**config.mk**
```make
export PLATFORM = sky130hd
export DESIGN_NAME = uyvy_to_bgr_fixed_point_top
export DESIGN_NICKNAME = d
export VERILOG_FILES = /design/src/uyvy2bgr_pkg.sv /design/src/uyvy2bgr_chroma.sv /design/src/uyvy2bgr_pixel.sv /design/src/uyvy_to_bgr_fixed_point_top.sv
export SDC_FILE = /design/constraint.sdc
export NUM_CORES = 1
export LEC_CHECK = 0
export BUFFER_PORTS_ARGS = -buffer_cell sky130_fd_sc_hd__buf_2
export CORE_MARGIN = 5
export CORE_UTILIZATION = 56
export DETAILED_ROUTE_END_ITERATION = 16
export MAX_ROUTING_LAYER = met4
export PLACE_DENSITY = 0.85
export SETUP_SLACK_MARGIN = 0.1
export SLEW_MARGIN = 40
export SYNTH_ARGS = -nofsm -noshare
export SYNTH_HDL_FRONTEND = slang
export SYNTH_SLANG_ARGS = --single-unit
```
**constraint.sdc**
```tcl
create_clock -name i_clk -period 11.7 [get_ports i_clk]
set_input_delay 3.51 -clock i_clk [delete_from_list [all_inputs] [get_ports i_clk]]
set_output_delay 3.51 -clock i_clk [all_outputs]
set_load 0.01 [all_outputs]
```
**src/uyvy2bgr_pkg.sv**
```systemverilog
package uyvy2bgr_pkg;

    localparam int BYTE_W = 8;
    localparam int CHROMA_W = 9;
    localparam int PROD_W = 25;
    localparam int FRAC_BITS = 14;
    localparam int TERM_W = PROD_W - FRAC_BITS;
    localparam int SUM_W = TERM_W + 1;

    localparam int IN_DATA_W = 4 * BYTE_W;
    localparam int OUT_DATA_W = 6 * BYTE_W;

    typedef logic [BYTE_W-1:0] t_byte;
    typedef logic signed [CHROMA_W-1:0] t_chroma;
    typedef logic signed [PROD_W-1:0] t_prod;
    typedef logic signed [TERM_W-1:0] t_term;
    typedef logic signed [SUM_W-1:0] t_sum;

    localparam t_chroma CHROMA_OFFSET = 9'sd128;
    localparam t_prod K_BLUE_U = 25'sd33292;
    localparam t_prod K_GREEN_V = -25'sd9519;
    localparam t_prod K_GREEN_U = 25'sd6472;
    localparam t_prod K_RED_V = 25'sd18678;
    localparam t_prod ROUND_HALF = 25'sd8192;

    localparam t_sum CHAN_MAX = 12'sd255;
    localparam t_byte BYTE_MAX = 8'd255;
    localparam t_byte BYTE_MIN = 8'd0;

    typedef struct packed {
        t_term blue;
        t_term green;
        t_term red;
    } t_terms;

    typedef struct packed {
        t_byte blue;
        t_byte green;
        t_byte red;
    } t_pixel;

endpackage

```
**src/uyvy2bgr_chroma.sv**
```systemverilog
module uyvy2bgr_chroma (
    input  uyvy2bgr_pkg::t_byte  i_chroma_u,
    input  uyvy2bgr_pkg::t_byte  i_chroma_v,
    output uyvy2bgr_pkg::t_terms o_terms
);
    import uyvy2bgr_pkg::*;

    t_chroma u_c;
    t_chroma v_c;
    t_prod   p_blue;
    t_prod   p_green;
    t_prod   p_red;

    assign u_c = t_chroma'({1'b0, i_chroma_u}) - CHROMA_OFFSET;
    assign v_c = t_chroma'({1'b0, i_chroma_v}) - CHROMA_OFFSET;

    assign p_blue  = t_prod'(u_c) * K_BLUE_U + ROUND_HALF;
    assign p_green = t_prod'(v_c) * K_GREEN_V - t_prod'(u_c) * K_GREEN_U + ROUND_HALF;
    assign p_red   = t_prod'(v_c) * K_RED_V + ROUND_HALF;

    // Taking the upper bits of a two's complement value floors the division.
    assign o_terms.blue  = p_blue[PROD_W-1:FRAC_BITS];
    assign o_terms.green = p_green[PROD_W-1:FRAC_BITS];
    assign o_terms.red   = p_red[PROD_W-1:FRAC_BITS];

endmodule

```
**src/uyvy2bgr_pixel.sv**
```systemverilog
module uyvy2bgr_pixel (
    input  uyvy2bgr_pkg::t_byte  i_luma,
    input  uyvy2bgr_pkg::t_terms i_terms,
    output uyvy2bgr_pkg::t_pixel o_pixel
);
    import uyvy2bgr_pkg::*;

    t_sum sum_blue;
    t_sum sum_green;
    t_sum sum_red;

    function automatic t_byte clamp(input t_sum value);
        t_byte result;
        if (value < 0) begin
            result = BYTE_MIN;
        end else if (value > CHAN_MAX) begin
            result = BYTE_MAX;
        end else begin
            result = value[BYTE_W-1:0];
        end
        return result;
    endfunction

    assign sum_blue  = t_sum'({1'b0, i_luma}) + t_sum'(i_terms.blue);
    assign sum_green = t_sum'({1'b0, i_luma}) + t_sum'(i_terms.green);
    assign sum_red   = t_sum'({1'b0, i_luma}) + t_sum'(i_terms.red);

    assign o_pixel.blue  = clamp(sum_blue);
    assign o_pixel.green = clamp(sum_green);
    assign o_pixel.red   = clamp(sum_red);

endmodule

```
**src/uyvy_to_bgr_fixed_point_top.sv**
```systemverilog
// Converts a stream of packed 4:2:2 groups into pairs of BGR pixels.
// Each slave-side transfer carries one group (U, Y1, V, Y2); each master-side
// transfer carries the two pixels of that group, which share its chroma.
// Every group produces exactly one output transfer.
// The block is a two-register pipeline: an input register, the conversion
// logic (four constant multipliers, rounding, add and clamp), and an output
// register. An accepted group waits in the input register until the output
// register is empty or being read; then its result moves into the output
// register, which drives the master side. A receiver stall can hold it back.
// Throughput is one group per cycle when the receiver does not stall; the
// chroma multipliers and their adders, between the registers, set the clock period.
// When the receiver stalls, the output register holds its result and the
// input register can still take one more group; only when both are full does
// o_s_tready go low.
// Synchronous reset empties both registers; no result is pending after it.
module uyvy_to_bgr_fixed_point_top (
    input  logic                                i_clk,
    input  logic                                i_rst_n,
    input  logic                                i_s_tvalid,
    output logic                                o_s_tready,
    // Fields from bit 0: chroma_u, luma_first, chroma_v, luma_second.
    input  logic [uyvy2bgr_pkg::IN_DATA_W-1:0]  i_s_tdata,
    output logic                                o_m_tvalid,
    input  logic                                i_m_tready,
    // Fields from bit 0: blue_first, green_first, red_first,
    // blue_second, green_second, red_second.
    output logic [uyvy2bgr_pkg::OUT_DATA_W-1:0] o_m_tdata
);
    import uyvy2bgr_pkg::*;

    logic                  r_in_valid;
    logic [IN_DATA_W-1:0]  r_in_data;
    logic                  r_out_valid;
    logic [OUT_DATA_W-1:0] r_out_data;
    logic                  advance;
    logic                  s_accept;
    t_terms                terms;
    t_pixel                pixel_first;
    t_pixel                pixel_second;

    assign advance    = !r_out_valid || i_m_tready;
    assign o_s_tready = !r_in_valid || advance;
    assign s_accept   = i_s_tvalid && o_s_tready;

    uyvy2bgr_chroma u_chroma (
        .i_chroma_u (r_in_data[BYTE_W-1:0]),
        .i_chroma_v (r_in_data[3*BYTE_W-1:2*BYTE_W]),
        .o_terms    (terms)
    );

    uyvy2bgr_pixel u_pixel_first (
        .i_luma  (r_in_data[2*BYTE_W-1:BYTE_W]),
        .i_terms (terms),
        .o_pixel (pixel_first)
    );

    uyvy2bgr_pixel u_pixel_second (
        .i_luma  (r_in_data[4*BYTE_W-1:3*BYTE_W]),
        .i_terms (terms),
        .o_pixel (pixel_second)
    );

    always_ff @(posedge i_clk) begin
        if (!i_rst_n) begin
            r_in_valid  <= 1'b0;
            r_out_valid <= 1'b0;
        end else begin
            if (o_s_tready) begin
                r_in_valid <= i_s_tvalid;
            end
            if (advance) begin
                r_out_valid <= r_in_valid;
            end
        end
    end

    always_ff @(posedge i_clk) begin
        if (s_accept) begin
            r_in_data <= i_s_tdata;
        end
        if (advance && r_in_valid) begin
            r_out_data <= {pixel_second.red, pixel_second.green, pixel_second.blue,
                           pixel_first.red, pixel_first.green, pixel_first.blue};
        end
    end

    assign o_m_tvalid = r_out_valid;
    assign o_m_tdata  = r_out_data;

endmodule

```
==> flow_metrics.py <==
metrics = {
    "critical_path": {
        "crit_end": "o_m_tdata[32]",
        "worstPathArrival_ns": 9.43,
        "cp-start-kind": "flip-flop",
        "cp-end-kind": "flip-flop",
        "rrSetupSlack_ns": 2.35,
        "worst-setup-path-type": "flip-flop to flip-flop",
        "worst_path_max_delay_cell": "edfxtp_1",
        "cp_common_cell": "ha_1",
        "r2r_end": "o_m_tdata[32]",
        "rr_worst_depth": 34,
        "crit_fanout": 14,
        "critPathMaxStageDelay_ns": 0.81,
        "cp.required_ns": 11.77,
        "critPathLaunch": "r_in_data[23]",
        "crit-reg2reg-launch": "r_in_data[23]",
    },
    "global_routing": {
        "overflow": 0,
        "grt_pass1_wl_um": 56600,
        "grt_max_degree": 33,
        "grt.total_usage_pct": 24.6,
        "grt_pass1_vias": 11718,
        "antenna_found_initial": 1,
    },
    "logic_synthesis": {
        "ys.warnings.count": 0,
        "synth_edf_count": 80,
        "yosysUniqueCellTypes": 106,
        "ys_async_sr_fraction_pct": 0,
        "seq_area_frac_synth_pct": 17.2,
        "synth_area_leaders": "ha_1 31%, edfxtp_1 17%, fa_1 10%",
        "yosys.area.top_type_share_pct": 30.6,
        "synthesis.nets": 1905,
        "synth_ff_type": "edfxtp_1",
        "synthTopCellsByCount": "347 x ha_1, 197 x inv_1, 111 x a21oi_1",
        "yosysMostFrequentCell": "ha_1",
        "ys_ff_latch": 82,
        "avgSynthCellArea_um2": 9.80,
        "synth_area_leader_cell": "ha_1",
        "syn_area_um2": 14200,
        "syn_inst": 1450,
    },
    "die": {
        "rows": 58,
        "coreArea_um2": 25100,
        "start_util_pct": 56.6,
        "die-width_um": 169,
        "pin_count": 86,
        "die_h_um": 169,
        "fp.dieArea_um2": 28700,
    },
    "clocking": {
        "clock_path_buffers": 2,
        "clock_sinks": 82,
        "cts_resized": 0,
        "htree_levels": 3,
        "clk_pin_slew_ns": 0.06,
        "cts_tree": "built",
        "cts_buffers": 9,
        "clock_latency_ns": 0.35,
        "root_buffer": "clkbuf_16",
        "holdBufCountCts": 0,
        "post-cts-setup-buffers": 0,
    },
    "route": {
        "first_iter_violations": 1045,
        "wl_per_cell_um": 18.1,
        "top_layer": "met4",
        "ant_nets": 0,
        "drt-total-wl_um": 33800,
        "dr.pass1.iters": 6,
        "drc": 0,
        "dr_wl_met2_um": 16600,
        "wl_met1_um": 13600,
        "viasPerCell": 6.01,
        "vias": 11248,
        "wl_met3_um": 2130,
    },
    "layout": {
        "synthToLayoutAreaGrowth_pct": 8.09,
        "finish.net_count": 1989,
        "layout-drive-gt1-share_pct": 11.9,
    },
    "timing": {
        "rsz0062_at_grt": "no",
        "tns_ns": 0,
        "maxSlewViolCount": 0,
        "final-setup-viol-count": 0,
        "period_share_pct": 80.0,
        "period_needed_ns": 9.35,
        "hold_viol_final": 0,
        "fmax_mhz": 107,
        "max-slew-margin-rel_pct": 52.3,
        "fin_skew_ns": 0.0129,
        "tightest_slew_ns": 0.697,
    },
    "placement": {
        "io_buffers": 85,
        "place.gp.congestion": 0.945,
        "post-dp-hpwl_um": 28000,
    },
    "outcome": {
        "status": "finished, final reports clean",
    },
    "job": {
        "maxCapViolCount": 0,
    },
    "worst_hold_path": {
        "hold_path_class": "flip-flop to flip-flop",
    },
}
-- layout make-up --
| class | count | area, um2 |
|---|---|---|
| sequential | 82 | 2440 |
| tap | 330 | 413 |
| timing repair buffer | 87 | 468 |
| antenna | 1 | 2.50 |
| fill | 1996 | 9750 |
| multi-input combinational | 1157 | 11000 |
| inverter | 197 | 739 |
| clock buffer | 11 | 243 |
| clock inverter | 5 | 86.3 |
-- registers in the layout, indices dropped and copies added, names as in the netlist --
signal      count
o_m_tdata      48
o_m_tvalid      1
r_in_data      32
r_in_valid      1
-- per-stage QoR --
step / cells / cell area (um2) / setup slack (ns) / hold WS [ns] / util [%]
after global routing: 1870 / 15400 / 1.68 / 0.586 / 61.2
after CTS: 1869 / 15400 / 2.39 / 0.557 / 61.2
after floorplan: 1450 / 14200 / 3.58 / 0.477 / -
after detailed placement: 1853 / 15000 / 2.50 / 0.543 / 59.9
final: 1870 / 15400 / 2.35 / 0.551 / 61.2
after global placement: 1851 / 15000 / 2.76 / 0.508 / 59.7
-- critical path: cells and delay by family, from the launching register on --
family	cells	cell delay, ns
multiplexers	1	0.60
buffers and inverters	5	0.79
AO/OA/AOI/OAI	12	2.38
adder cells (fa/ha/maj)	9	3.33
XOR/XNOR	2	0.32
AND/OR/NAND/NOR	5	0.84
flip-flops	1	0.81
-- how the worst min path moves through the flow --
| stage | from | slack (ns) | depth (start not counted) | endpoint |
|---|---|---|---|---|
| floorplan | r_in_valid | 0.48 | 1 | o_m_tvalid |
| CTS | r_in_valid | 0.56 | 1 | o_m_tvalid |
| detailed placement | r_in_valid | 0.54 | 1 | o_m_tvalid |
| global route | r_in_valid | 0.59 | 1 | o_m_tvalid |
| finish | r_in_valid | 0.55 | 1 | o_m_tvalid |
| global placement | r_in_valid | 0.51 | 1 | o_m_tvalid |
-- cells by family (layout without fill, tap and decap cells) --
kind of cell | after synthesis | after routing | synth area share (%)
buffers and inverters | 211 | 300 | 5.71
AOI/OAI and AO/OA | 348 | 348 | 17.2
xor gates and xnor gates | 119 | 119 | 7.69
DFF | 82 | 82 | 17.2
adders and majority gates | 422 | 422 | 40.9
other | 0 | 1 | 0
and+or+nand+nor | 258 | 258 | 10.4
muxes | 10 | 10 | 0.924
-- placed cells by master, fill, tap and decap left out, types with 6 or more instances in the layout --
master and count:
or2_2 13, o21a_1 24, xor2_1 42, and3_1 8, buf_2 85, a211oi_1 8, a21oi_1 111, fa_1 72
nand2_1 39, ha_1 347, clkbuf_16 9, o21ai_0 35, a2111oi_0 6, a31oi_1 17, a21oi_2 11, nor2b_1 20
nor4_1 6, xnor2_1 74, nand4_1 11, a211o_1 8, nor3_1 26, a21o_1 49, edfxtp_1 80, nand3_1 25
mux2i_1 6, nor2_1 45, inv_1 197, o21bai_1 10, nand2b_1 15
-- routing by layer --
metal	vias up	track usage [%]
met5	-	-
met2	411	42.0
met4	0	10.4
met1	5333	29.3
met3	113	3.21
li1	5391	-
Power is not shown: default switching activity piles up to over one toggle a cycle in this logic, so the estimate is an artifact.
